## config.mk

```make
export PLATFORM = sky130hd
export DESIGN_NAME = signed_int_to_decimal_text
export DESIGN_NICKNAME = d
export VERILOG_FILES = /design/src/rtl/sitdt_pkg.sv /design/src/rtl/sitdt_bcd.sv /design/src/rtl/signed_int_to_decimal_text.sv
export SDC_FILE = /design/constraint.sdc
export NUM_CORES = 1
export LEC_CHECK = 0
export ABC_AREA = 1
export BUFFER_PORTS_ARGS = -buffer_cell sky130_fd_sc_hd__buf_2
export CAP_MARGIN = 20
export CORE_ASPECT_RATIO = 0.75
export CORE_MARGIN = 2
export CORE_UTILIZATION = 30
export DETAILED_ROUTE_END_ITERATION = 10
export PLACE_DENSITY_LB_ADDON = 0.25
export RECOVER_POWER = 100
export SYNTH_ARGS = -nofsm -noshare
export SYNTH_HDL_FRONTEND = slang
export SYNTH_SLANG_ARGS = --single-unit
```

## constraint.sdc

```tcl
create_clock -name clk -period 3.2 [get_ports clk]
set_input_delay 0.16 -clock clk [delete_from_list [all_inputs] [get_ports clk]]
set_output_delay 0.16 -clock clk [all_outputs]
set_load 0.05 [all_outputs]
```

## src/rtl/sitdt_pkg.sv

```systemverilog
// ============================================================================
// sitdt_pkg - shared types and constants
// Types and character codes for the signed integer to decimal text converter.
// ============================================================================
`default_nettype none

package sitdt_pkg;

    localparam int VALUE_W    = 32;
    localparam int BCD_DIGITS = 10;
    localparam int LIMIT_W    = 6;

    localparam logic [LIMIT_W-1:0] LIMIT_RESET = 6'd32;

    localparam logic [7:0] CHAR_MINUS = 8'h2D;
    localparam logic [7:0] CHAR_ZERO  = 8'h30;
    localparam logic [7:0] CHAR_NUL   = 8'h00;

    typedef logic [BCD_DIGITS-1:0][3:0] bcd_t;

    // Result of the binary to BCD pass, handed to the output sequencer.
    typedef struct packed {
        logic done;
        bcd_t digits;
    } bcd_res_t;

endpackage

`default_nettype wire

```

## src/rtl/sitdt_bcd.sv

```systemverilog
// ============================================================================
// sitdt_bcd - bit-serial binary to BCD converter
// Shift-and-add-3 conversion, one magnitude bit per cycle.
// ============================================================================
`default_nettype none

module sitdt_bcd (
    input  wire logic                          clk,
    input  wire logic                          rst_n,
    input  wire logic                          load,
    input  wire logic [sitdt_pkg::VALUE_W-1:0] mag,
    output sitdt_pkg::bcd_res_t                res
);
    import sitdt_pkg::*;

    localparam int CNT_W = $clog2(VALUE_W);

    logic [VALUE_W-1:0]      bin_reg, bin_next;
    bcd_t                    bcd_reg, bcd_next;
    logic [CNT_W-1:0]        cnt_reg, cnt_next;
    logic                    run_reg, run_next;
    logic                    done_reg, done_next;
    bcd_t                    adj;
    logic [BCD_DIGITS*4-1:0] adj_bits;

    // Add 3 to every digit of 5 or more before the shift.
    always_comb
    begin
        for (int i = 0; i < BCD_DIGITS; i++)
        begin
            if (bcd_reg[i] >= 4'd5)
                adj[i] = bcd_reg[i] + 4'd3;
            else
                adj[i] = bcd_reg[i];
        end
    end

    assign adj_bits = adj;

    always_comb
    begin
        bin_next  = bin_reg;
        bcd_next  = bcd_reg;
        cnt_next  = cnt_reg;
        run_next  = run_reg;
        done_next = 1'b0;
        if (load)
        begin
            bin_next = mag;
            bcd_next = '0;
            cnt_next = '0;
            run_next = 1'b1;
        end
        else if (run_reg)
        begin
            bcd_next = {adj_bits[BCD_DIGITS*4-2:0], bin_reg[VALUE_W-1]};
            bin_next = {bin_reg[VALUE_W-2:0], 1'b0};
            cnt_next = cnt_reg + 1'b1;
            if (cnt_reg == CNT_W'(VALUE_W - 1))
            begin
                run_next  = 1'b0;
                done_next = 1'b1;
            end
        end
    end

    always_ff @(posedge clk or negedge rst_n)
    begin
        if (!rst_n)
        begin
            cnt_reg  <= '0;
            run_reg  <= 1'b0;
            done_reg <= 1'b0;
        end
        else
        begin
            cnt_reg  <= cnt_next;
            run_reg  <= run_next;
            done_reg <= done_next;
        end
    end

    always_ff @(posedge clk)
    begin
        bin_reg <= bin_next;
        bcd_reg <= bcd_next;
    end

    assign res.done   = done_reg;
    assign res.digits = bcd_reg;

    a_done_after_run: assert property (@(posedge clk) disable iff (!rst_n)
        done_reg |-> !run_reg)
        else $error("done raised while conversion still running");

    a_load_starts_run: assert property (@(posedge clk) disable iff (!rst_n)
        load |=> run_reg && cnt_reg == '0)
        else $error("load did not start a conversion");

    a_run_ends_done: assert property (@(posedge clk) disable iff (!rst_n)
        run_reg && !load && cnt_reg == CNT_W'(VALUE_W - 1) |=> done_reg)
        else $error("conversion end without done");

endmodule

`default_nettype wire

```

## src/rtl/signed_int_to_decimal_text.sv

```systemverilog
// ============================================================================
// signed_int_to_decimal_text - signed 32-bit integer to decimal ASCII text
// Converts one value per transaction into a '-' for negatives, digits and a NUL terminator,
// or a single error result when the text does not fit the buffer limit.
// ============================================================================
// Sequence: the serial BCD pass and length check give either the error result or,
//   after the '-' for negatives, the digits and the terminator, one char per cycle.
// Transactions do not overlap: busy drops in the cycle the final result is shown, so
//   the next start can be taken there.
// Results cannot be stalled: each is shown for one cycle under strobe.
// Reset: returns to idle, buffer_limit reads 32.
`default_nettype none

module signed_int_to_decimal_text (
    input  wire logic                          clk,
    input  wire logic                          rst_n,
    input  wire logic                          start,
    output      logic                          busy,
    input  wire logic signed [sitdt_pkg::VALUE_W-1:0] value,
    output      logic                          strobe,
    output      logic [7:0]                    character,
    output      logic                          last,
    output      logic                          status,
    input  wire logic                          psel,
    input  wire logic                          penable,
    input  wire logic                          pwrite,
    input  wire logic [2:0]                    paddr,
    input  wire logic [31:0]                   pwdata,
    output      logic [31:0]                   prdata,
    output      logic                          pready
);
    import sitdt_pkg::*;

    localparam logic [2:0] ST_IDLE   = 3'd0;
    localparam logic [2:0] ST_CONV   = 3'd1;
    localparam logic [2:0] ST_SIGN   = 3'd2;
    localparam logic [2:0] ST_DIGITS = 3'd3;
    localparam logic [2:0] ST_TERM   = 3'd4;

    localparam logic REG_LIMIT = 1'b0;

    logic [2:0]         state_reg, state_next;
    logic               neg_reg, neg_next;
    logic [3:0]         idx_reg, idx_next;
    logic [LIMIT_W-1:0] limit_reg;
    logic               strobe_reg, strobe_next;
    logic [7:0]         char_reg, char_next;
    logic               last_reg, last_next;
    logic               status_reg, status_next;

    logic               accept;
    logic [VALUE_W-1:0] mag;
    bcd_res_t           bres;
    logic [3:0]         nd;
    logic [3:0]         text_len;
    logic               too_long;

    assign accept = start && !busy;
    assign mag    = value[VALUE_W-1] ? (VALUE_W'(0) - value) : value;

    sitdt_bcd u_bcd (
        .clk   (clk),
        .rst_n (rst_n),
        .load  (accept),
        .mag   (mag),
        .res   (bres)
    );

    // Significant digit count, at least one.
    always_comb
    begin
        nd = 4'd1;
        for (int i = 1; i < BCD_DIGITS; i++)
        begin
            if (bres.digits[i] != 4'd0)
                nd = 4'(i + 1);
        end
    end

    assign text_len = nd + {3'b0, neg_reg};
    assign too_long = {2'b0, text_len} >= limit_reg;

    always_comb
    begin
        state_next  = state_reg;
        neg_next    = neg_reg;
        idx_next    = idx_reg;
        strobe_next = 1'b0;
        char_next   = CHAR_NUL;
        last_next   = 1'b0;
        status_next = 1'b0;
        unique case (state_reg)
            ST_IDLE:
            begin
                if (accept)
                begin
                    neg_next   = value[VALUE_W-1];
                    state_next = ST_CONV;
                end
            end
            ST_CONV:
            begin
                if (bres.done)
                begin
                    idx_next = nd - 4'd1;
                    if (too_long)
                    begin
                        strobe_next = 1'b1;
                        last_next   = 1'b1;
                        status_next = 1'b1;
                        state_next  = ST_IDLE;
                    end
                    else if (neg_reg)
                        state_next = ST_SIGN;
                    else
                        state_next = ST_DIGITS;
                end
            end
            ST_SIGN:
            begin
                strobe_next = 1'b1;
                char_next   = CHAR_MINUS;
                state_next  = ST_DIGITS;
            end
            ST_DIGITS:
            begin
                strobe_next = 1'b1;
                char_next   = CHAR_ZERO + {4'b0, bres.digits[idx_reg]};
                if (idx_reg == 4'd0)
                    state_next = ST_TERM;
                else
                    idx_next = idx_reg - 4'd1;
            end
            ST_TERM:
            begin
                strobe_next = 1'b1;
                last_next   = 1'b1;
                state_next  = ST_IDLE;
            end
            default:
            begin
                state_next = ST_IDLE;
            end
        endcase
    end

    always_ff @(posedge clk or negedge rst_n)
    begin
        if (!rst_n)
        begin
            state_reg  <= ST_IDLE;
            strobe_reg <= 1'b0;
            limit_reg  <= LIMIT_RESET;
        end
        else
        begin
            state_reg  <= state_next;
            strobe_reg <= strobe_next;
            if (psel && penable && pwrite && pready && paddr[2] == REG_LIMIT)
                limit_reg <= pwdata[LIMIT_W-1:0];
        end
    end

    always_ff @(posedge clk)
    begin
        neg_reg    <= neg_next;
        idx_reg    <= idx_next;
        char_reg   <= char_next;
        last_reg   <= last_next;
        status_reg <= status_next;
    end

    assign busy      = state_reg != ST_IDLE;
    assign strobe    = strobe_reg;
    assign character = char_reg;
    assign last      = last_reg;
    assign status    = status_reg;
    assign pready    = 1'b1;
    assign prdata    = (paddr[2] == REG_LIMIT) ? {{(32-LIMIT_W){1'b0}}, limit_reg} : 32'd0;

    a_run_contiguous: assert property (@(posedge clk) disable iff (!rst_n)
        strobe && !last |=> strobe)
        else $error("gap inside a character run");

    a_error_single: assert property (@(posedge clk) disable iff (!rst_n)
        strobe && status |-> last && character == CHAR_NUL)
        else $error("malformed error result");

    a_last_frees: assert property (@(posedge clk) disable iff (!rst_n)
        strobe && last |-> !busy)
        else $error("still busy on final result");

    a_no_result_idle: assert property (@(posedge clk) disable iff (!rst_n)
        accept |=> busy && !strobe)
        else $error("result during conversion start");

endmodule

`default_nettype wire
```

==> results.cfg <==
[worst_setup_path]
end_kind = register
r2r-end = strobe
r2r-start = u_bcd.res[9]
crit_required_ps = 3450
path_class = register to register
rr_worst_depth = 24
start_kind = register
arrival_ps = 3180
r2r_setup_slack_ps = 270
path_max_fanout = 4

[outcome]
status = finished, violations left
violations = capacitance limit, slew limit

[synthesis]
synth_seq_area_share_pct = 37.4
synthCells = 896
synth_area_um2 = 6670
ys_ff_latch = 102
synthFlopType = dfxtp_1
synth.most_common_cell = nand2_1
netlist_top_cells_area = edfxtp_1 17%, dfxtp_1 14%, nand2_1 10%, inv_1 6.8%, dfrtp_1 6.0%
synth_area_per_cell_um2 = 7.45
synthMuxAreaShare_pct = 0
yosys.area_share.xor_xnor_pct = 3.41
synth_compound_area_share_pct = 16.0
synth-adder-area-share_pct = 5.63
async_flop_share_pct = 16.7
synth_common_cells = 183 x nand2_1, 121 x inv_1, 79 x nor2_1, 70 x o21ai_0, 48 x dfxtp_1
synth.distinct_cells = 52
synth-edff-count = 37
synthSimpleGateAreaFrac_pct = 24.2
synth_warnings = 0
yosysTopAreaCell = edfxtp_1
netlist.area_leader.share_pct = 16.7
synth_top_family_by_area = simple AND/OR/NAND/NOR gates

[place]
gp_congestion = 0.824
dpl.hpwl_um = 11800
pre_cts_slack_ps = 78.8
port_buffers = 60
placed_cells = 1230

[global_route]
grt_use_total_pct = 14.4
grt_max_degree = 41
grt_pass1_wl_um = 27000
antenna_found_initial = 0
grt_pass1_vias = 5243
overflow = 0

[clock_network]
cts.sinks = 102
cts_tree = built
cts_buffers = 9
clk_pin_slew_ps = 80
clock-root-buffer = clkbuf_16
clock_tree.buffer_depth = 2
insertion_delay_ps = 360
cts.htree.levels = 3

[finish]
drive_gt1_share_pct = 13.0
largest_reg_flops = 40
antenna_cells = 0
final_nets = 1053
finalNonFillerCells = 1249
syn2layout_area_growth_pct = 11.8
multi_input_area_um2 = 3390
fin_util_pct = 34.0
fill_cells = 2363
regArea_um2 = 2500

[detailed_routing]
antenna_left = 0
dr.first_iter.drc_count = 467
vias = 5731
viasPerCell = 4.59
drt-total-wl_um = 16400
drc = 0
wl_per_cell_um = 13.2
drt_first_pass_iters = 5

[sta]
fin_ws_ps = 268
tns_ps = 0
finalSetupViolations = 0
tightest_slew_ps = 1550
clock_skew_ps = 10.6
rsz0062_at_grt = no
timing.fmax_ghz = 0.341
slew_headroom_pct = -3.07
drv_slew = 35
hold_violations = 0
post-route-period-util_pct = 91.6
period_minus_slack_ps = 2930

[min_path]
hold_path.class = input pin to register
hold_end = limit_reg[5]
min_from = pwdata[5]
worstHoldPathCells = 3

[floorplanning]
die_w_um = 176
io_pins = 118
start_util_pct = 30.4
dieArea_um2 = 23500
fp.coreArea_um2 = 21900
chipHeight_um = 133
num_rows = 47

[job]
maxCapViolCount = 2

[pwr]
power_density_nw_per_um2 = 938
ir_worst_vdd_v = 0.000458
p_leak_nw = 3.49
-- where the power goes --
group          switching (mW)  leakage, nW  total, mW  internal (mW)
logic                    2.36         2.34       3.53           1.17
clock network           0.536        0.154       1.19          0.658
registers               0.294        0.986       2.28           1.98
-- area by class of cell --
type / instances / area share, %
clock buffers: 10 / 3.35
clock inverters: 6 / 0.872
inverters: 143 / 7.21
multi-input cells: 624 / 45.4
flip-flops and latches: 102 / 33.6
well taps: 294 / 4.93
repair buffers: 70 / 4.69
-- worst max path at each step --
stage	from	endpoint	slack (ps)	cells past startpoint
2_1_floorplan	u_bcd.res[8]	strobe	420	23
3_3_place_gp	u_bcd.res[9]	strobe	80	24
3_5_place_dp	u_bcd.res[9]	strobe	80	23
4_1_cts	u_bcd.res[9]	strobe	60	24
5_1_grt	u_bcd.res[9]	strobe	2	24
6_report	u_bcd.res[9]	strobe	270	24
-- worst max-delay path, cell delays in order (launching register included) --
cell	delay (ps)
dfxtp_2	340
inv_2	70
ha_2	170
nand2_1	80
nor2_2	140
nand2_1	90
nand2_1	60
nand2_1	40
nand2_1	50
nand2_1	50
nand2_1	50
nand2_1	70
nand2_1	70
inv_1	40
ha_2	190
ha_4	160
xnor2_2	130
ha_1	270
nand2_1	50
inv_1	50
o211ai_1	100
nand3_1	120
nand3_2	80
o21ai_1	80
or2_2	270
-- per-stage QoR --
stage                     hold WS [ps]  area, um^2  power [mW]
after floorplan                   -136        6770        4.90
after global placement             111        7160        5.71
after detailed placement           120        7160        5.74
after CTS                         22.9        7490        6.96
after global routing              47.2        7460        7.66
final                             34.0        7460        7.00
-- per-layer routing --
metal / vias to the layer above / GRT usage [%] / share of wire (%)
met5: - / 0 / 0
met4: 0 / 2.66 / 0.81
met3: 13 / 3.22 / 5.3
met2: 112 / 20.2 / 39
met1: 2623 / 22.4 / 55
li1: 2983 / - / -
-- timing repair --
item,in CTS,in global routing
hold buffers,1,0
setup buffers,0,2
endpoints found under the setup margin,0,4
hold endpoints to repair,16,0
resized for setup,0,15
-- cell usage in the layout, fill, tap and decap left out, drive strengths merged, types with 2 or more instances in the layout --
master | Yosys | layout
a31oi | 7 | 7
nor2 | 87 | 87
nand3 | 49 | 49
xor2 | 23 | 23
a211oi | 2 | 2
o211ai | 2 | 2
o22ai | 8 | 8
nand4 | 13 | 13
clkinv | 2 | 6
a31o | 3 | 3
or2 | 4 | 4
ha | 30 | 30
a32oi | 7 | 7
conb | 2 | 29
clkbuf | 9 | 31
o2bb2ai | 2 | 2
a22oi | 3 | 3
xnor2 | 3 | 3
o21ai | 88 | 88
dfxtp | 48 | 48
a32o | 3 | 3
buf | 45 | 48
dfrtp | 16 | 16
o32ai | 5 | 5
nor3 | 9 | 9
nand2 | 191 | 191
inv | 141 | 141
o31ai | 6 | 6
edfxtp | 37 | 37
a21oi | 46 | 46
-- cells by family (layout without fill, tap and decap cells) --
logic type      Yosys count  count (layout)
other cells               2              29
buf+inv                 197             229
xor+xnor                 26              26
fa+ha+maj                30              30
compound gates          183             183
flops                   102             102
simple gates            356             356
Power figures use the tool's default switching activity.
